$ cat config.mk
export PLATFORM = sky130hd
export DESIGN_NAME = polyline_grid_walker_unit_flat
export DESIGN_NICKNAME = d
export VERILOG_FILES = /design/src/pgw_pkg.sv /design/src/pgw_ifs.sv /design/src/pgw_front.sv /design/src/pgw_cmd_queue.sv /design/src/pgw_back.sv /design/src/polyline_grid_walker_unit.sv /design/src/flat_wrapper.sv
export VERILOG_INCLUDE_DIRS = /design/src /design/src/src
export SDC_FILE = /design/constraint.sdc
export NUM_CORES = 1
export LEC_CHECK = 0
export BUFFER_PORTS_ARGS = -buffer_cell sky130_fd_sc_hd__buf_4
export CAP_MARGIN = 30
export CORE_AREA = 10 10 166 183
export CTS_CLUSTER_SIZE = 20
export DETAILED_ROUTE_END_ITERATION = 7
export DIE_AREA = 0 0 176 193
export PLACE_DENSITY = 0.72
export SETUP_SLACK_MARGIN = 0.2
export SLEW_MARGIN = 20
export SYNTH_ARGS = -nofsm -noshare
export SYNTH_HDL_FRONTEND = slang
export SYNTH_HIERARCHICAL = 1
export SYNTH_SLANG_ARGS = --single-unit
$ cat constraint.sdc
create_clock -name clk -period 6.56 [get_ports clk]
set_input_delay 1.968 -clock clk [delete_from_list [all_inputs] [get_ports clk]]
set_output_delay 1.968 -clock clk [all_outputs]
set_load 0.02 [all_outputs]
$ cat src/assert_macros.svh
// Assertion macros shared by the polyline grid walker RTL.
// Needs signals named clk and rst_n in the including module.
`ifndef ASSERT_MACROS_SVH
`define ASSERT_MACROS_SVH

// Same-cycle implication, checked outside reset.
`define ASSERT_IMPLIES(label, ante, cons) \
  label: assert property (@(posedge clk) disable iff (!rst_n) (ante) |-> (cons)) \
    else $error("assertion failed");

// Next-cycle implication, checked outside reset.
`define ASSERT_NEXT(label, ante, cons) \
  label: assert property (@(posedge clk) disable iff (!rst_n) (ante) |=> (cons)) \
    else $error("assertion failed");

`endif

$ cat src/pgw_pkg.sv
// Package of the polyline grid walker: sizes, walk command type, mode codes.
// No dependencies; used by every file of the block but assert_macros.svh.
package pgw_pkg;

  localparam int GRID_SIZE   = 64;
  localparam int FRAC_BITS   = 16;
  localparam int COORD_W     = 6;
  localparam int MAX_RES     = 64;
  localparam int QUEUE_DEPTH = 2;

  // Carried coordinate: one guard bit above the grid index, then the fraction.
  localparam int CARRY_W = COORD_W + 1 + FRAC_BITS;
  // Slope dividend / quotient width and the slope magnitude width (at most one).
  localparam int NUM_W   = COORD_W + FRAC_BITS;
  localparam int DMAG_W  = FRAC_BITS + 1;
  localparam int RCNT_W  = $clog2(MAX_RES);

  typedef logic [COORD_W-1:0] coord_t;
  typedef logic [1:0]         mode_t;

  localparam coord_t COORD_MAX = COORD_W'(GRID_SIZE - 1);

  localparam mode_t MODE_SINGLE  = 2'd0;
  localparam mode_t MODE_SHALLOW = 2'd1;
  localparam mode_t MODE_STEEP   = 2'd2;

  typedef struct packed {
    mode_t             mode;
    coord_t            x_start;
    coord_t            y_start;
    coord_t            x_end;
    coord_t            y_end;
    logic              d_neg;
    logic [DMAG_W-1:0] d_mag;
  } walk_cmd_t;

  typedef struct packed {
    logic full;
    logic empty;
  } q_stat_t;

  function automatic coord_t sat_coord(input coord_t v);
    return (v > COORD_MAX) ? COORD_MAX : v;
  endfunction

endpackage

$ cat src/pgw_ifs.sv
// Valid/ready channel interfaces of the polyline grid walker.
// Depends on pgw_pkg for the coordinate type.
interface pgw_in_if;
  import pgw_pkg::*;
  logic   valid;
  logic   ready;
  logic   new_line;
  coord_t vertex_x;
  coord_t vertex_y;

  modport source (output valid, new_line, vertex_x, vertex_y, input ready);
  modport sink   (input valid, new_line, vertex_x, vertex_y, output ready);
endinterface

interface pgw_out_if;
  import pgw_pkg::*;
  logic   valid;
  logic   ready;
  coord_t point_x;
  coord_t point_y;
  logic   last_point;

  modport source (output valid, point_x, point_y, last_point, input ready);
  modport sink   (input valid, point_x, point_y, last_point, output ready);
endinterface

$ cat src/pgw_front.sv
// Front end: accepts vertices, keeps the previous vertex, classifies the segment
// and computes its slope with a bit-serial divider. Depends on pgw_pkg, pgw_ifs.
`include "assert_macros.svh"

module pgw_front (
  input  logic               clk,
  input  logic               rst_n,
  pgw_in_if.sink             in_vtx,
  output logic               push_o,
  output pgw_pkg::walk_cmd_t cmd_o,
  input  pgw_pkg::q_stat_t   q_stat_i
);
  import pgw_pkg::*;

  localparam logic [1:0] ST_IDLE = 2'd0;
  localparam logic [1:0] ST_DIV  = 2'd1;
  localparam logic [1:0] ST_PUSH = 2'd2;
  localparam int DCNT_W = $clog2(NUM_W);

  logic [1:0]        state_r, state_nxt;
  coord_t            prev_x_r, prev_x_nxt;
  coord_t            prev_y_r, prev_y_nxt;
  logic              started_r, started_nxt;
  walk_cmd_t         cmd_r, cmd_nxt;
  logic [NUM_W-1:0]  num_r, num_nxt;
  coord_t            rem_r, rem_nxt;
  coord_t            div_r, div_nxt;
  logic [DCNT_W-1:0] cnt_r, cnt_nxt;

  coord_t       vx, vy, adx, ady;
  logic         x_neg, y_neg, shallow, is_start, is_repeat, accept;
  logic [COORD_W:0] rem_sh, rem_diff;
  logic         rem_ge;

  assign in_vtx.ready = (state_r == ST_IDLE);
  assign accept       = in_vtx.valid && in_vtx.ready;

  always_comb begin
    vx        = sat_coord(in_vtx.vertex_x);
    vy        = sat_coord(in_vtx.vertex_y);
    x_neg     = vx < prev_x_r;
    y_neg     = vy < prev_y_r;
    adx       = x_neg ? (prev_x_r - vx) : (vx - prev_x_r);
    ady       = y_neg ? (prev_y_r - vy) : (vy - prev_y_r);
    shallow   = adx >= ady;
    is_start  = in_vtx.new_line || !started_r;
    is_repeat = !is_start && (adx == '0) && (ady == '0);
  end

  // One restoring-division step: bring down the next dividend bit.
  always_comb begin
    rem_sh   = {rem_r, num_r[NUM_W-1]};
    rem_ge   = rem_sh >= {1'b0, div_r};
    rem_diff = rem_sh - {1'b0, div_r};
  end

  always_comb begin
    state_nxt   = state_r;
    prev_x_nxt  = prev_x_r;
    prev_y_nxt  = prev_y_r;
    started_nxt = started_r;
    cmd_nxt     = cmd_r;
    num_nxt     = num_r;
    rem_nxt     = rem_r;
    div_nxt     = div_r;
    cnt_nxt     = cnt_r;
    case (state_r)
      ST_IDLE: begin
        if (accept) begin
          prev_x_nxt    = vx;
          prev_y_nxt    = vy;
          started_nxt   = 1'b1;
          cmd_nxt.x_start = prev_x_r;
          cmd_nxt.y_start = prev_y_r;
          cmd_nxt.x_end   = vx;
          cmd_nxt.y_end   = vy;
          cmd_nxt.d_neg   = shallow ? y_neg : x_neg;
          cmd_nxt.d_mag   = '0;
          num_nxt = {(shallow ? ady : adx), {FRAC_BITS{1'b0}}};
          div_nxt = shallow ? adx : ady;
          rem_nxt = '0;
          cnt_nxt = '0;
          if (is_start) begin
            cmd_nxt.mode = MODE_SINGLE;
            state_nxt    = ST_PUSH;
          end else if (is_repeat) begin
            cmd_nxt.mode = MODE_SINGLE;
          end else begin
            cmd_nxt.mode = shallow ? MODE_SHALLOW : MODE_STEEP;
            state_nxt    = ST_DIV;
          end
        end
      end
      ST_DIV: begin
        rem_nxt = rem_ge ? rem_diff[COORD_W-1:0] : rem_sh[COORD_W-1:0];
        num_nxt = {num_r[NUM_W-2:0], rem_ge};
        cnt_nxt = cnt_r + DCNT_W'(1);
        if (cnt_r == DCNT_W'(NUM_W - 1)) begin
          state_nxt = ST_PUSH;
        end
      end
      ST_PUSH: begin
        if (!q_stat_i.full) begin
          state_nxt = ST_IDLE;
        end
      end
      default: state_nxt = ST_IDLE;
    endcase
  end

  always_ff @(posedge clk) begin
    if (!rst_n) begin
      state_r   <= ST_IDLE;
      prev_x_r  <= '0;
      prev_y_r  <= '0;
      started_r <= 1'b0;
    end else begin
      state_r   <= state_nxt;
      prev_x_r  <= prev_x_nxt;
      prev_y_r  <= prev_y_nxt;
      started_r <= started_nxt;
    end
  end

  always_ff @(posedge clk) begin
    cmd_r <= cmd_nxt;
    num_r <= num_nxt;
    rem_r <= rem_nxt;
    div_r <= div_nxt;
    cnt_r <= cnt_nxt;
  end

  always_comb begin
    cmd_o       = cmd_r;
    cmd_o.d_mag = num_r[DMAG_W-1:0];
  end
  assign push_o = (state_r == ST_PUSH) && !q_stat_i.full;

  // The slope of a walk never exceeds one grid step.
  `ASSERT_IMPLIES(a_slope_le_one, (state_r == ST_PUSH) && (cmd_r.mode != MODE_SINGLE),
    num_r <= (NUM_W'(1) << FRAC_BITS))

endmodule

$ cat src/pgw_cmd_queue.sv
// Short command queue between the front end and the walker.
// Depends on pgw_pkg for the command and status types.
`include "assert_macros.svh"

module pgw_cmd_queue (
  input  logic               clk,
  input  logic               rst_n,
  input  logic               push_i,
  input  pgw_pkg::walk_cmd_t wr_cmd_i,
  input  logic               pop_i,
  output pgw_pkg::walk_cmd_t rd_cmd_o,
  output pgw_pkg::q_stat_t   stat_o
);
  import pgw_pkg::*;

  localparam int PTR_W = (QUEUE_DEPTH > 1) ? $clog2(QUEUE_DEPTH) : 1;
  localparam int QCNT_W = $clog2(QUEUE_DEPTH + 1);

  walk_cmd_t         mem_r [QUEUE_DEPTH];
  logic [PTR_W-1:0]  wr_ptr_r, rd_ptr_r;
  logic [QCNT_W-1:0] count_r;

  function automatic logic [PTR_W-1:0] ptr_inc(input logic [PTR_W-1:0] p);
    return (p == PTR_W'(QUEUE_DEPTH - 1)) ? '0 : p + PTR_W'(1);
  endfunction

  always_ff @(posedge clk) begin
    if (push_i) begin
      mem_r[wr_ptr_r] <= wr_cmd_i;
    end
  end

  always_ff @(posedge clk) begin
    if (!rst_n) begin
      wr_ptr_r <= '0;
      rd_ptr_r <= '0;
      count_r  <= '0;
    end else begin
      if (push_i) begin
        wr_ptr_r <= ptr_inc(wr_ptr_r);
      end
      if (pop_i) begin
        rd_ptr_r <= ptr_inc(rd_ptr_r);
      end
      if (push_i && !pop_i) begin
        count_r <= count_r + QCNT_W'(1);
      end else if (pop_i && !push_i) begin
        count_r <= count_r - QCNT_W'(1);
      end
    end
  end

  assign rd_cmd_o     = mem_r[rd_ptr_r];
  assign stat_o.full  = (count_r == QCNT_W'(QUEUE_DEPTH));
  assign stat_o.empty = (count_r == '0);

  `ASSERT_IMPLIES(a_no_overflow, push_i, !stat_o.full)
  `ASSERT_IMPLIES(a_no_underflow, pop_i, !stat_o.empty)

endmodule

$ cat src/pgw_back.sv
// Back end: walks one segment a point per cycle while the output is not stalled,
// into the output register. Depends on pgw_pkg and pgw_ifs.
`include "assert_macros.svh"

module pgw_back (
  input  logic               clk,
  input  logic               rst_n,
  input  pgw_pkg::q_stat_t   q_stat_i,
  input  pgw_pkg::walk_cmd_t cmd_i,
  output logic               pop_o,
  pgw_out_if.source          out_pt
);
  import pgw_pkg::*;

  logic              busy_r, busy_nxt;
  logic              out_valid_r, out_valid_nxt;
  mode_t             mode_r, mode_nxt;
  coord_t            maj_r, maj_nxt;
  coord_t            maj_end_r, maj_end_nxt;
  coord_t            min_end_r, min_end_nxt;
  logic              maj_neg_r, maj_neg_nxt;
  logic              d_neg_r, d_neg_nxt;
  logic [DMAG_W-1:0] d_mag_r, d_mag_nxt;
  logic [CARRY_W-1:0] c_r, c_nxt;
  logic [RCNT_W-1:0] cnt_r, cnt_nxt;
  coord_t            out_x_r, out_x_nxt;
  coord_t            out_y_r, out_y_nxt;
  logic              out_last_r, out_last_nxt;

  logic             out_free, step, shallow, cmd_shallow, over, walk_last;
  coord_t           maj_inc, maj_n, min_out;
  logic [CARRY_W-1:0] c_n;
  logic [COORD_W:0] tr;

  assign out_free = !out_valid_r || out_pt.ready;
  assign pop_o    = !busy_r && !q_stat_i.empty && out_free;
  assign step     = busy_r && out_free;

  always_comb begin
    shallow = (mode_r == MODE_SHALLOW);
    maj_inc = maj_neg_r ? (maj_r - coord_t'(1)) : (maj_r + coord_t'(1));
    // A steep walk holds its major coordinate once it reaches the end.
    maj_n   = (!shallow && (maj_r == maj_end_r)) ? maj_end_r : maj_inc;
    c_n     = d_neg_r ? (c_r - CARRY_W'(d_mag_r)) : (c_r + CARRY_W'(d_mag_r));
    tr      = c_n[CARRY_W-1:FRAC_BITS];
    over    = d_neg_r ? (tr < {1'b0, min_end_r}) : (tr > {1'b0, min_end_r});
    if (shallow) begin
      min_out   = (maj_n == maj_end_r) ? min_end_r : tr[COORD_W-1:0];
      walk_last = (maj_n == maj_end_r);
    end else begin
      min_out   = over ? min_end_r : tr[COORD_W-1:0];
      walk_last = ((maj_n == maj_end_r) && (min_out == min_end_r)) ||
                  (cnt_r == RCNT_W'(MAX_RES - 1));
    end
  end

  always_comb begin
    cmd_shallow   = (cmd_i.mode == MODE_SHALLOW);
    busy_nxt      = busy_r;
    out_valid_nxt = out_valid_r;
    mode_nxt      = mode_r;
    maj_nxt       = maj_r;
    maj_end_nxt   = maj_end_r;
    min_end_nxt   = min_end_r;
    maj_neg_nxt   = maj_neg_r;
    d_neg_nxt     = d_neg_r;
    d_mag_nxt     = d_mag_r;
    c_nxt         = c_r;
    cnt_nxt       = cnt_r;
    out_x_nxt     = out_x_r;
    out_y_nxt     = out_y_r;
    out_last_nxt  = out_last_r;
    if (out_free) begin
      out_valid_nxt = 1'b0;
    end
    if (pop_o) begin
      if (cmd_i.mode == MODE_SINGLE) begin
        out_valid_nxt = 1'b1;
        out_x_nxt     = cmd_i.x_end;
        out_y_nxt     = cmd_i.y_end;
        out_last_nxt  = 1'b1;
      end else begin
        busy_nxt    = 1'b1;
        mode_nxt    = cmd_i.mode;
        maj_nxt     = cmd_shallow ? cmd_i.x_start : cmd_i.y_start;
        maj_end_nxt = cmd_shallow ? cmd_i.x_end : cmd_i.y_end;
        min_end_nxt = cmd_shallow ? cmd_i.y_end : cmd_i.x_end;
        maj_neg_nxt = cmd_shallow ? (cmd_i.x_end < cmd_i.x_start)
                                  : (cmd_i.y_end < cmd_i.y_start);
        d_neg_nxt   = cmd_i.d_neg;
        d_mag_nxt   = cmd_i.d_mag;
        c_nxt       = {1'b0, (cmd_shallow ? cmd_i.y_start : cmd_i.x_start),
                       {FRAC_BITS{1'b0}}};
        cnt_nxt     = '0;
      end
    end
    if (step) begin
      out_valid_nxt = 1'b1;
      out_x_nxt     = shallow ? maj_n : min_out;
      out_y_nxt     = shallow ? min_out : maj_n;
      out_last_nxt  = walk_last;
      maj_nxt       = maj_n;
      c_nxt         = c_n;
      cnt_nxt       = cnt_r + RCNT_W'(1);
      if (walk_last) begin
        busy_nxt = 1'b0;
      end
    end
  end

  always_ff @(posedge clk) begin
    if (!rst_n) begin
      busy_r      <= 1'b0;
      out_valid_r <= 1'b0;
    end else begin
      busy_r      <= busy_nxt;
      out_valid_r <= out_valid_nxt;
    end
  end

  always_ff @(posedge clk) begin
    mode_r     <= mode_nxt;
    maj_r      <= maj_nxt;
    maj_end_r  <= maj_end_nxt;
    min_end_r  <= min_end_nxt;
    maj_neg_r  <= maj_neg_nxt;
    d_neg_r    <= d_neg_nxt;
    d_mag_r    <= d_mag_nxt;
    c_r        <= c_nxt;
    cnt_r      <= cnt_nxt;
    out_x_r    <= out_x_nxt;
    out_y_r    <= out_y_nxt;
    out_last_r <= out_last_nxt;
  end

  assign out_pt.valid      = out_valid_r;
  assign out_pt.point_x    = out_x_r;
  assign out_pt.point_y    = out_y_r;
  assign out_pt.last_point = out_last_r;

  // A shallow walk stops on its endpoint and never sits on it while busy.
  `ASSERT_IMPLIES(a_shallow_before_end, busy_r && (mode_r == MODE_SHALLOW),
    maj_r != maj_end_r)
  `ASSERT_NEXT(a_last_ends_walk, step && walk_last, !busy_r)

endmodule

$ cat src/polyline_grid_walker_unit.sv
// Polyline grid walker: emits every grid point of a polyline given as vertices.
// A start vertex is accepted and pushed to the queue by the front end, then gives
// one output beat. A repeated vertex is only accepted and emits nothing. Any other
// vertex is accepted, has its slope found by a one-bit-per-cycle divider and is
// pushed to the queue by the front end, then is popped by the walker, which gives
// one output beat per emitted point (at most 64). A two-entry command queue lets
// the front end accept and divide the next segment while the walker still emits;
// output backpressure stalls the walker and, once the queue is full, the front
// end. last_point marks the final point caused by each vertex.
// Depends on pgw_pkg, pgw_ifs, pgw_front, pgw_cmd_queue and pgw_back.

module polyline_grid_walker_unit (
  input  logic      clk,
  input  logic      rst_n,
  pgw_in_if.sink    in_vtx,
  pgw_out_if.source out_pt
);
  import pgw_pkg::*;

  logic      push, pop;
  walk_cmd_t wr_cmd, rd_cmd;
  q_stat_t   q_stat;

  pgw_front u_front (
    .clk      (clk),
    .rst_n    (rst_n),
    .in_vtx   (in_vtx),
    .push_o   (push),
    .cmd_o    (wr_cmd),
    .q_stat_i (q_stat)
  );

  pgw_cmd_queue u_queue (
    .clk      (clk),
    .rst_n    (rst_n),
    .push_i   (push),
    .wr_cmd_i (wr_cmd),
    .pop_i    (pop),
    .rd_cmd_o (rd_cmd),
    .stat_o   (q_stat)
  );

  pgw_back u_back (
    .clk      (clk),
    .rst_n    (rst_n),
    .q_stat_i (q_stat),
    .cmd_i    (rd_cmd),
    .pop_o    (pop),
    .out_pt   (out_pt)
  );

endmodule
$ cat src/flat_wrapper.sv
// flat-port wrapper written by rule: the top's interface ports become plain ports
module polyline_grid_walker_unit_flat import pgw_pkg::*;
  (clk, rst_n, in_vtx_valid, in_vtx_new_line, in_vtx_vertex_x, in_vtx_vertex_y, in_vtx_ready, out_pt_valid, out_pt_point_x, out_pt_point_y, out_pt_last_point, out_pt_ready);
  pgw_in_if in_vtx_i ();
  pgw_out_if out_pt_i ();
  input  logic clk;
  input  logic rst_n;
  input wire logic [$bits(in_vtx_i.valid)-1:0] in_vtx_valid;
  input wire logic [$bits(in_vtx_i.new_line)-1:0] in_vtx_new_line;
  input wire logic [$bits(in_vtx_i.vertex_x)-1:0] in_vtx_vertex_x;
  input wire logic [$bits(in_vtx_i.vertex_y)-1:0] in_vtx_vertex_y;
  output wire logic [$bits(in_vtx_i.ready)-1:0] in_vtx_ready;
  output wire logic [$bits(out_pt_i.valid)-1:0] out_pt_valid;
  output wire logic [$bits(out_pt_i.point_x)-1:0] out_pt_point_x;
  output wire logic [$bits(out_pt_i.point_y)-1:0] out_pt_point_y;
  output wire logic [$bits(out_pt_i.last_point)-1:0] out_pt_last_point;
  input wire logic [$bits(out_pt_i.ready)-1:0] out_pt_ready;
  assign in_vtx_i.valid = in_vtx_valid;
  assign in_vtx_i.new_line = in_vtx_new_line;
  assign in_vtx_i.vertex_x = in_vtx_vertex_x;
  assign in_vtx_i.vertex_y = in_vtx_vertex_y;
  assign in_vtx_ready = in_vtx_i.ready;
  assign out_pt_valid = out_pt_i.valid;
  assign out_pt_point_x = out_pt_i.point_x;
  assign out_pt_point_y = out_pt_i.point_y;
  assign out_pt_last_point = out_pt_i.last_point;
  assign out_pt_i.ready = out_pt_ready;
  polyline_grid_walker_unit u_core (.clk(clk), .rst_n(rst_n), .in_vtx(in_vtx_i), .out_pt(out_pt_i));
endmodule
==> results of run 1 <==
## state kept, by name, indices dropped and copies added, names as in the netlist, 17 cells and up, named ones only
signal                 count
u_core/u_queue/mem_r      88
u_core/u_back/c_r         23
u_core/u_front/cmd_o      27
u_core/u_back/d_mag_r     17
u_core/u_front/num_r      22
## cell families (layout without fill, tap and decap cells)
logic type,count (synthesis),count (layout)
multiplexers,85,85
adder cells (fa/ha/maj),85,85
flip-flops,257,257
AO/OA/AOI/OAI,258,258
buffers and inverters,145,164
AND/OR/NAND/NOR,359,359
XOR/XNOR,72,72
## worst max-delay path, stage by stage (launching register included)
cell and delay [ns]:
edfxtp_1 0.43, nor4_2 0.50, and3_1 0.26, and2_1 0.23, a21oi_1 0.11, xnor2_1 0.18
ha_1 0.39, nand2_1 0.14, o21a_1 0.20, a21oi_1 0.13, o211ai_1 0.09, a311o_1 0.36
a21oi_4 0.21, ha_1 0.30, a2111oi_0 0.47, o2bb2ai_1 0.22, a21oi_1 0.14, and3_1 0.24
o21ai_1 0.14, nand2_2 0.19, mux2_1 0.35, o21ai_1 0.15
## routing by layer
metal  vias up  global-route usage
li1       4566                   -
met1      4425              0.2097
met2       182              0.2788
met3        45             0.02766
met4         0             0.04959
met5         -                   0
## cell usage after synthesis, types with 4 or more instances
cell type / count
a211oi_1: 4
a21boi_0: 16
a21o_1: 20
a21oi_1: 72
a31oi_1: 6
and2_1: 28
and3_1: 6
buf_2: 6
buf_4: 23
clkbuf_1: 39
dfxtp_1: 22
edfxtp_1: 235
fa_1: 7
ha_1: 78
inv_1: 71
mux2_2: 61
mux2i_1: 22
nand2_1: 81
nand2b_1: 17
nand3_1: 29
nand4_1: 7
nand4b_1: 4
nor2_1: 100
nor2b_1: 25
nor3_1: 27
nor3b_1: 5
o211ai_1: 7
o21a_1: 10
o21ai_0: 44
o21ai_1: 23
o221ai_1: 5
or3_1: 4
xnor2_1: 45
xor2_1: 23
## cell type report
class / count / share of cell area
multi-input cells: 859 / 0.3980
well taps: 357 / 0.02831
clock inverters: 14 / 0.01166
repair buffers: 46 / 0.02442
clock buffers: 33 / 0.04552
flip-flops and latches: 257 / 0.4752
inverters: 71 / 0.01689
## report_power, final
group	leakage, nW	switching [mW]	internal, mW
clock	0.435	0.600	0.933
sequential	2.42	0.203	2.30
combinational	3.11	2.03	1.46
total	5.96	2.84	4.69
## worst min path at each step
stage / start / end / slack [ns] / cells past startpoint
detailed placement: u_core/u_front/cmd_o[28] / u_core/u_queue/mem_r[0][28] / 0.43 / 0
global route: u_core/u_front/cmd_o[28] / u_core/u_queue/mem_r[0][28] / 0.46 / 0
finish: u_core/u_front/cmd_o[42] / u_core/u_queue/mem_r[0][42] / 0.44 / 0
CTS: u_core/u_front/cmd_o[28] / u_core/u_queue/mem_r[0][28] / 0.45 / 0
floorplan: u_core/u_front/cmd_o[17] / u_core/u_queue/mem_r[0][17] / 0.42 / 0
global placement: u_core/u_front/cmd_o[26] / u_core/u_queue/mem_r[0][26] / 0.42 / 0
## per-stage QoR
stage          cells  worst slack, ns  power [mW]  hold WS, ns
6_report        1637           0.9629       7.532       0.4442
2_1_floorplan   1261            1.429       5.189       0.4215
3_5_place_dp    1588            1.014       5.982       0.4322
5_1_grt         1637           0.4550       8.049       0.4577
3_3_place_gp    1585            1.232       5.913       0.4247
4_1_cts         1635            1.001       7.537       0.4464
==> report_table.html, run 1 <==
<table>
<tr><th>Metric</th><th>Value</th></tr>
<tr><th colspan="2">Clock network</th></tr>
<tr><td>Buffer count from post-CTS setup fixing</td><td>0</td></tr>
<tr><td>H-tree levels</td><td>1</td></tr>
<tr><td>Clk buf depth</td><td>3</td></tr>
<tr><td>Post-cts hold buffer count</td><td>0</td></tr>
<tr><td>Clock latency at the later pin of the worst-skew pair</td><td>0.53 ns</td></tr>
<tr><td>CTS resizes</td><td>0</td></tr>
<tr><td>Number of buffers created by CTS</td><td>26</td></tr>
<tr><td>Count of clock tree sinks</td><td>257</td></tr>
<tr><td>Root buf cell</td><td>clkbuf_16</td></tr>
<tr><td>Clock slew at the register clock pins of the worst setup and hold paths</td><td>0.06 ns</td></tr>
<tr><td>CTS tree</td><td>built</td></tr>
<tr><th colspan="2">Floorplanning</th></tr>
<tr><td>Die span in x</td><td>176 µm</td></tr>
<tr><td>Number of rows in the core area</td><td>63</td></tr>
<tr><td>Core outline area</td><td>26640 µm²</td></tr>
<tr><td>Die ar.</td><td>33970 µm²</td></tr>
<tr><td>Die Y</td><td>193 µm</td></tr>
<tr><td>Starting density of the core</td><td>0.5410</td></tr>
<tr><td>I/O pin count</td><td>32</td></tr>
<tr><th colspan="2">Final layout</th></tr>
<tr><td>Relative area change from synthesis to final layout</td><td>9.480%</td></tr>
<tr><td>Final cell area excluding filler cells</td><td>15780 µm²</td></tr>
<tr><td>Most frequent standard cell in the layout excluding fill and tap cells</td><td>edfxtp_1</td></tr>
<tr><td>Fillers</td><td>2188</td></tr>
<tr><td>Most used cells in the layout excluding fill and tap cells</td><td>edfxtp_1 (235), nor2_1 (100), nand2_1 (81), ha_1 (78), a21oi_1 (72)</td></tr>
<tr><td>Sequential Area</td><td>7498 µm²</td></tr>
<tr><td>Post-layout utilization of the core</td><td>0.5922</td></tr>
<tr><td>Footprint of the multi-input gates</td><td>6280 µm²</td></tr>
<tr><td>Share of post-route cells with drive strength above 1</td><td>0.1492</td></tr>
<tr><td>Diode insertion count for antenna repair</td><td>0</td></tr>
<tr><td>Final Net Count</td><td>1363</td></tr>
<tr><th colspan="2">STA</th></tr>
<tr><td>Final critical-path share of the clock period</td><td>0.8532</td></tr>
<tr><td>Max-slew headroom at the worst pin</td><td>0.3736</td></tr>
<tr><td>Final setup violation count</td><td>0</td></tr>
<tr><td>Achievable clock frequency</td><td>0.1787 GHz</td></tr>
<tr><td>Pins Over Slew Limit</td><td>0</td></tr>
<tr><td>Measured slew at the worst slew-check pin</td><td>0.9396 ns</td></tr>
<tr><td>Final worst path period need</td><td>5.597 ns</td></tr>
<tr><td>Final clock skew</td><td>0.01093 ns</td></tr>
<tr><td>Unrepaired setup endpoints after global routing</td><td>no</td></tr>
<tr><td>Endpoints failing hold</td><td>0</td></tr>
<tr><td>Sum of negative setup slack</td><td>0 ns</td></tr>
<tr><th colspan="2">Detailed routing</th></tr>
<tr><td>Detailed-routed wire length on met3</td><td>1349 µm</td></tr>
<tr><td>Count of antenna-violating nets left after detailed routing</td><td>0</td></tr>
<tr><td>WL per Instance</td><td>16.89 µm</td></tr>
<tr><td>Drt drc</td><td>0</td></tr>
<tr><td>Vias per cell</td><td>5.631</td></tr>
<tr><td>Detailed-router iteration count before antenna repair</td><td>5</td></tr>
<tr><td>Total number of vias</td><td>9218</td></tr>
<tr><td>M1 WL</td><td>12460 µm</td></tr>
<tr><td>Total met2 wirelength after detailed routing</td><td>13200 µm</td></tr>
<tr><td>DR iter-0 viols</td><td>575</td></tr>
<tr><td>Total Routed Length</td><td>27660 µm</td></tr>
<tr><td>Uppermost metal layer occupied by signal nets</td><td>met4</td></tr>
<tr><th colspan="2">Setup path</th></tr>
<tr><td>Reg-to-reg startpoint</td><td>u_core/u_back/d_mag_r[4]</td></tr>
<tr><td>Reg-to-reg critical path endpoint</td><td>u_core/u_back/out_pt.point_x[3]</td></tr>
<tr><td>End point of the critical path</td><td>u_core/u_back/out_pt.point_x[3]</td></tr>
<tr><td>Worst Path Max Fanout</td><td>9</td></tr>
<tr><td>Capturing element type of the critical path</td><td>flip-flop</td></tr>
<tr><td>Data arrival time of the critical path</td><td>5.97 ns</td></tr>
<tr><td>Timing startpoint of the critical path</td><td>u_core/u_back/d_mag_r[4]</td></tr>
<tr><td>Element type at the critical path start</td><td>flip-flop</td></tr>
<tr><td>Slack of the worst reg-to-reg path</td><td>0.96 ns</td></tr>
<tr><td>Worst setup path category</td><td>reg2reg</td></tr>
<tr><td>Critical path data required time</td><td>6.93 ns</td></tr>
<tr><td>Worst reg-to-reg path cell count</td><td>21</td></tr>
<tr><th colspan="2">Global route</th></tr>
<tr><td>Total congestion overflow</td><td>0</td></tr>
<tr><td>All-Layer GR Usage</td><td>0.1632</td></tr>
<tr><td>Via count of the first global-routing pass</td><td>8956</td></tr>
<tr><td>Global-route wire length before repair</td><td>45450 µm</td></tr>
<tr><td>Initial antenna violation count</td><td>0</td></tr>
<tr><td>Maximum number of pins on one net before global-route repair</td><td>38</td></tr>
<tr><th colspan="2">Yosys</th></tr>
<tr><td>Post-synthesis sequential element count</td><td>257</td></tr>
<tr><td>Multiplexer share of the synthesized area</td><td>0.06528</td></tr>
<tr><td>Most frequently used flop master after synthesis</td><td>edfxtp_1</td></tr>
<tr><td>Area share of xor/xnor cells in the synthesized design</td><td>0.04662</td></tr>
<tr><td>Yosys synthesis warning count</td><td>6</td></tr>
<tr><td>Dominant cells by area after synthesis</td><td>edfxtp_1 (49%), ha_1 (6.8%), mux2_2 (4.8%)</td></tr>
<tr><td>Largest family of logic cells by synthesized area</td><td>simple AND/OR/NAND/NOR gates</td></tr>
<tr><td>Syn Std Cell Area</td><td>14410 µm²</td></tr>
<tr><td>Post-synth top area share</td><td>0.4896</td></tr>
<tr><td>FFs w/ async S/R, synth</td><td>0</td></tr>
<tr><td>Synth cell types</td><td>89</td></tr>
<tr><td>Fraction of the mapped netlist area in compound gates</td><td>0.1180</td></tr>
<tr><td>Cell type with the largest total area after synthesis</td><td>edfxtp_1</td></tr>
<tr><td>Synthesized netlist net count</td><td>1363</td></tr>
<tr><td>Area share of fa/ha/maj cells after synthesis</td><td>0.07744</td></tr>
<tr><td>Number of standard cells after synthesis</td><td>1261</td></tr>
<tr><td>Register area share after synthesis</td><td>0.5202</td></tr>
<tr><td>Post-synthesis simple-gate area fraction</td><td>0.1266</td></tr>
<tr><td>Avg Synthesized Cell Area</td><td>11.43 µm²</td></tr>
<tr><td>Post-synth EDFFs</td><td>235</td></tr>
<tr><th colspan="2">Place</th></tr>
<tr><td>Dpl hpwl</td><td>20280 µm</td></tr>
<tr><td>Count of buffers inserted at the top-level ports</td><td>31</td></tr>
<tr><td>Placer Congestion</td><td>0.9331</td></tr>
<tr><td>Cell Area, Placed</td><td>14840 µm²</td></tr>
<tr><th colspan="2">Min path</th></tr>
<tr><td>Worst hold path class</td><td>reg2reg</td></tr>
<tr><th colspan="2">Power</th></tr>
<tr><td>LEAKAGE</td><td>5.961 nW</td></tr>
<tr><td>Power density normalized to cell area</td><td>477.4 nW/µm²</td></tr>
<tr><td>Worst voltage drop across the vdd grid</td><td>0.2400 mV</td></tr>
<tr><th colspan="2">Run</th></tr>
<tr><td># Max-Cap Violations</td><td>0</td></tr>
<tr><th colspan="2">Outcome</th></tr>
<tr><td>Result of the run</td><td>complete, no violations</td></tr>
</table>
Note: power is estimated with default switching activity, not from simulation.
==> run 2: changes to the inputs <==
--- a/config.mk
+++ b/config.mk
@@ -6,13 +6,14 @@
 export SDC_FILE = /design/constraint.sdc
 export NUM_CORES = 1
 export LEC_CHECK = 0
-export BUFFER_PORTS_ARGS = -buffer_cell sky130_fd_sc_hd__buf_4
+export ABC_AREA = 1
 export CAP_MARGIN = 30
-export CORE_AREA = 10 10 166 183
+export CORE_AREA = 10 10 168 186
 export CTS_CLUSTER_SIZE = 20
 export DETAILED_ROUTE_END_ITERATION = 7
-export DIE_AREA = 0 0 176 193
-export PLACE_DENSITY = 0.72
+export DIE_AREA = 0 0 178 196
+export DONT_BUFFER_PORTS = 1
+export PLACE_DENSITY = 0.69
 export SETUP_SLACK_MARGIN = 0.2
 export SLEW_MARGIN = 20
 export SYNTH_ARGS = -nofsm -noshare
==> constraint.sdc (replaced) <==
create_clock -name clk -period 5.85 [get_ports clk]
set_input_delay 1.755 -clock clk [delete_from_list [all_inputs] [get_ports clk]]
set_output_delay 1.755 -clock clk [all_outputs]
set_load 0.02 [all_outputs]
==> report_table.html, run 2 <==
<table>
<tr><th>Metric</th><th>Value</th></tr>
<tr><th colspan="2">Setup path</th></tr>
<tr><td>Element type at the critical path start</td><td>flip-flop</td></tr>
<tr><td>Standard cell with the maximum stage delay on the critical path</td><td>edfxtp_1</td></tr>
<tr><td>Critical path data required time</td><td>6.09 ns (-0.84 ns)</td></tr>
<tr><td>Capturing element type of the critical path</td><td>flip-flop</td></tr>
<tr><td>Longest individual stage delay on the worst path</td><td>0.44 ns (-0.06 ns)</td></tr>
<tr><td>Worst Path Max Fanout</td><td>12 (+3)</td></tr>
<tr><td>Worst setup path category</td><td>reg2reg</td></tr>
<tr><td>Crit-path most repeated cell</td><td>nand2_1</td></tr>
<tr><td>Data arrival time of the critical path</td><td>5.27 ns (-0.70 ns)</td></tr>
<tr><th colspan="2">Global route</th></tr>
<tr><td>All-Layer GR Usage</td><td>0.1665 (+0.003232)</td></tr>
<tr><td>Via count of the first global-routing pass</td><td>9976 (+11%)</td></tr>
<tr><td>Maximum number of pins on one net before global-route repair</td><td>53 (+39%)</td></tr>
<tr><td>Global-route wire length before repair</td><td>48230 µm (+6.1%)</td></tr>
<tr><td>Total congestion overflow</td><td>0 (unchanged)</td></tr>
<tr><td>Initial antenna violation count</td><td>0 (unchanged)</td></tr>
<tr><th colspan="2">Run</th></tr>
<tr><td># Max-Cap Violations</td><td>0 (unchanged)</td></tr>
<tr><th colspan="2">Floorplanning</th></tr>
<tr><td>Core outline area</td><td>27470 µm² (+3.1%)</td></tr>
<tr><td>Die ar.</td><td>34890 µm² (+2.7%)</td></tr>
<tr><td>Starting density of the core</td><td>0.5414 (about the same)</td></tr>
<tr><td>Number of rows in the core area</td><td>64 (+1.6%)</td></tr>
<tr><td>I/O pin count</td><td>32 (unchanged)</td></tr>
<tr><td>Die span in x</td><td>178 µm (+1.1%)</td></tr>
<tr><td>Die Y</td><td>196 µm (+1.6%)</td></tr>
<tr><th colspan="2">Yosys</th></tr>
<tr><td>Avg Synthesized Cell Area</td><td>9.688 µm² (-15%)</td></tr>
<tr><td>Dominant cells by area after synthesis</td><td>edfxtp_1 (47%), nand2_1 (7.6%), ha_1 (6.6%)</td></tr>
<tr><td>Cell type with the largest total area after synthesis</td><td>edfxtp_1</td></tr>
<tr><td>Library cell with the highest instance count after synthesis</td><td>nand2_1</td></tr>
<tr><td>Yosys synthesis warning count</td><td>6 (unchanged)</td></tr>
<tr><td>Synthesized netlist net count</td><td>1637 (+20%)</td></tr>
<tr><td>Most frequently used flop master after synthesis</td><td>edfxtp_1</td></tr>
<tr><td>Number of standard cells after synthesis</td><td>1535 (+22%)</td></tr>
<tr><td>Top cell types by occurrence after synthesis</td><td>nand2_1 (302), edfxtp_1 (235), inv_1 (217)</td></tr>
<tr><td>Post-synth top area share</td><td>0.4745 (-0.01508)</td></tr>
<tr><td>Syn Std Cell Area</td><td>14870 µm² (+3.2%)</td></tr>
<tr><td>Post-synthesis sequential element count</td><td>257 (unchanged)</td></tr>
<tr><td>Synth cell types</td><td>59 (-34%)</td></tr>
<tr><td>Register area share after synthesis</td><td>0.5042 (-0.01602)</td></tr>
<tr><td>Post-synth EDFFs</td><td>235 (unchanged)</td></tr>
<tr><td>FFs w/ async S/R, synth</td><td>0 (unchanged)</td></tr>
<tr><th colspan="2">Clock network</th></tr>
<tr><td>Clock slew at the register clock pins of the worst setup and hold paths</td><td>0.06 ns (about the same)</td></tr>
<tr><td>H-tree levels</td><td>1 (unchanged)</td></tr>
<tr><td>CTS resizes</td><td>0 (unchanged)</td></tr>
<tr><td>Number of buffers created by CTS</td><td>27 (+3.8%)</td></tr>
<tr><td>Post-cts hold buffer count</td><td>0 (unchanged)</td></tr>
<tr><td>Clk buf depth</td><td>3 (unchanged)</td></tr>
<tr><td>Buffer count from post-CTS setup fixing</td><td>0 (unchanged)</td></tr>
<tr><td>Clock latency at the later pin of the worst-skew pair</td><td>0.54 ns (about the same)</td></tr>
<tr><td>CTS tree</td><td>built</td></tr>
<tr><td>Count of clock tree sinks</td><td>257 (unchanged)</td></tr>
<tr><td>Root buf cell</td><td>clkbuf_16</td></tr>
<tr><th colspan="2">Place</th></tr>
<tr><td>Dpl hpwl</td><td>21980 µm (+8.4%)</td></tr>
<tr><td>Cell Area, Placed</td><td>15000 µm² (+1.0%)</td></tr>
<tr><td>Count of buffers inserted at the top-level ports</td><td>0 (-100%)</td></tr>
<tr><td>Placer Congestion</td><td>0.9520 (+2.0%)</td></tr>
<tr><td>Cell count after placement</td><td>1846 (+16%)</td></tr>
<tr><th colspan="2">STA</th></tr>
<tr><td>Measured slew at the worst slew-check pin</td><td>0.8949 ns (-0.04472 ns)</td></tr>
<tr><td>Final worst path period need</td><td>5.033 ns (-0.5643 ns)</td></tr>
<tr><td>Endpoints failing hold</td><td>0 (unchanged)</td></tr>
<tr><td>Achievable clock frequency</td><td>0.1987 GHz (+11%)</td></tr>
<tr><td>Pins Over Slew Limit</td><td>0 (unchanged)</td></tr>
<tr><td>Final critical-path share of the clock period</td><td>0.8603 (+0.007098)</td></tr>
<tr><td>Final clock skew</td><td>0.01452 ns (+0.003589 ns)</td></tr>
<tr><td>Unrepaired setup endpoints after global routing</td><td>no</td></tr>
<tr><td>Max-slew headroom at the worst pin</td><td>0.4034 (+0.02981)</td></tr>
<tr><td>Sum of negative setup slack</td><td>0 ns (unchanged)</td></tr>
<tr><td>Final setup violation count</td><td>0 (unchanged)</td></tr>
<tr><th colspan="2">Detailed routing</th></tr>
<tr><td>Count of antenna-violating nets left after detailed routing</td><td>0 (unchanged)</td></tr>
<tr><td>DR iter-0 viols</td><td>658 (+14%)</td></tr>
<tr><td>WL per Instance</td><td>15.47 µm (-8.4%)</td></tr>
<tr><td>Detailed-router iteration count before antenna repair</td><td>5 (unchanged)</td></tr>
<tr><td>Vias per cell</td><td>5.344 (-5.1%)</td></tr>
<tr><td>Drt drc</td><td>0 (unchanged)</td></tr>
<tr><td>Total number of vias</td><td>10140 (+10%)</td></tr>
<tr><td>Total Routed Length</td><td>29360 µm (+6.2%)</td></tr>
<tr><th colspan="2">Final layout</th></tr>
<tr><td>Number of flip-flops in the largest register</td><td>88 (unchanged)</td></tr>
<tr><td>Most used cells in the layout excluding fill and tap cells</td><td>nand2_1 (302), edfxtp_1 (235), inv_1 (217), o21ai_0 (116), nor2_1 (102)</td></tr>
<tr><td>Share of post-route cells with drive strength above 1</td><td>0.1238 (-0.02544)</td></tr>
<tr><td>Relative area change from synthesis to final layout</td><td>6.899%</td></tr>
<tr><td>Most frequent standard cell in the layout excluding fill and tap cells</td><td>nand2_1</td></tr>
<tr><td>Post-layout utilization of the core</td><td>0.5788 (-0.01347)</td></tr>
<tr><td>Register with the highest flop count</td><td>u_core/u_queue/mem_r</td></tr>
<tr><td>Final cell count without fillers</td><td>1898 (+16%)</td></tr>
<tr><td>Final cell area excluding filler cells</td><td>15900 µm² (+0.75%)</td></tr>
<tr><td>Diode insertion count for antenna repair</td><td>0 (unchanged)</td></tr>
<tr><td>Fillers</td><td>2299 (+5.1%)</td></tr>
<tr><td>Final Net Count</td><td>1616 (+19%)</td></tr>
<tr><th colspan="2">Min path</th></tr>
<tr><td>Worst hold path class</td><td>reg2reg</td></tr>
<tr><th colspan="2">Outcome</th></tr>
<tr><td>Result of the run</td><td>complete, no violations</td></tr>
</table>
## run 2: cell count changes in the layout (fill, tap and decap cells not counted), sizes merged, moves of 16 or more
cell	change
nand2	+241
inv	+164
o21ai	+67
nand3	+45
xnor2	-39
buf	-35
and2	-28
nor2b	-25
mux2i	-23
mux2	-18
nor2	+18
nand2b	-17
a21boi	-16
a21o	-16
## run 2: kinds of logic (layout without fill, tap and decap cells)
group / after synthesis / after routing / share of synthesized area
adder cells (fa/ha/maj): 85 / 85 / 0.07505
XOR/XNOR: 36 / 36 / 0.02171
AO/OA/AOI/OAI: 264 / 264 / 0.1019
buffers and inverters: 296 / 294 / 0.08784
flip-flops: 257 / 257 / 0.5042
AND/OR/NAND/NOR: 553 / 555 / 0.1659
multiplexers: 44 / 44 / 0.04342
## run 2: final timing paths
| path | startpoint | endpoint | slack, ns | depth (start not counted) |
|---|---|---|---|---|
| setup / recovery | u_core/u_back/d_mag_r[2] | u_core/u_back/out_pt.point_x[5] | 0.82 | 35 |
| hold / removal | u_core/u_front/prev_x_r[0] | u_core/u_front/cmd_o[36] | 0.43 | 0 |
| setup reg to reg | u_core/u_back/d_mag_r[2] | u_core/u_back/out_pt.point_x[5] | 0.82 | 35 |
| hold reg to reg | u_core/u_front/prev_x_r[0] | u_core/u_front/cmd_o[36] | 0.43 | 0 |
## run 2: layout make-up
class	count	area (µm²)	share of cell area
Sequential cell	257	7498	0.4717
Clock inverter	17	162.7	0.01023
Tap cell	363	454.2	0.02857
Inverter	234	880.8	0.05541
Timing Repair Buffer	10	75.07	0.004723
Multi-Input combinational cell	984	6117	0.3848
Clock buffer	33	708.2	0.04455
## run 2: stage by stage
stage          worst slack [ns]  hold slack (ns)
3_5_place_dp             0.6844           0.4173
3_3_place_gp             0.8131           0.4163
2_1_floorplan             1.414           0.4082
6_report                 0.8172           0.4276
5_1_grt                  0.2208           0.4337
4_1_cts                  0.6541           0.4311
## run 2: layer usage
| metal | up-vias | share of wire | GRT usage |
|---|---|---|---|
| li1 | 5101 | - | - |
| met1 | 4758 | 0.45 | 0.2163 |
| met2 | 243 | 0.48 | 0.2812 |
| met3 | 41 | 0.055 | 0.02881 |
| met4 | 0 | 0.018 | 0.04265 |
| met5 | - | 0 | 0 |
## run 2: worst max-delay path, delay by kind of cell (launching register included)
kind | cells | cell delay (ns)
adder cells (fa/ha/maj) | 2 | 0.63
XOR/XNOR | 1 | 0.16
buffers and inverters | 6 | 0.48
AO/OA/AOI/OAI | 7 | 1.15
AND/OR/NAND/NOR | 19 | 1.91
flip-flops | 1 | 0.44
Power of run 2 is left out: the tool's default activity adds up to more than one toggle a clock period on the data nets, which glitch-free logic cannot reach.
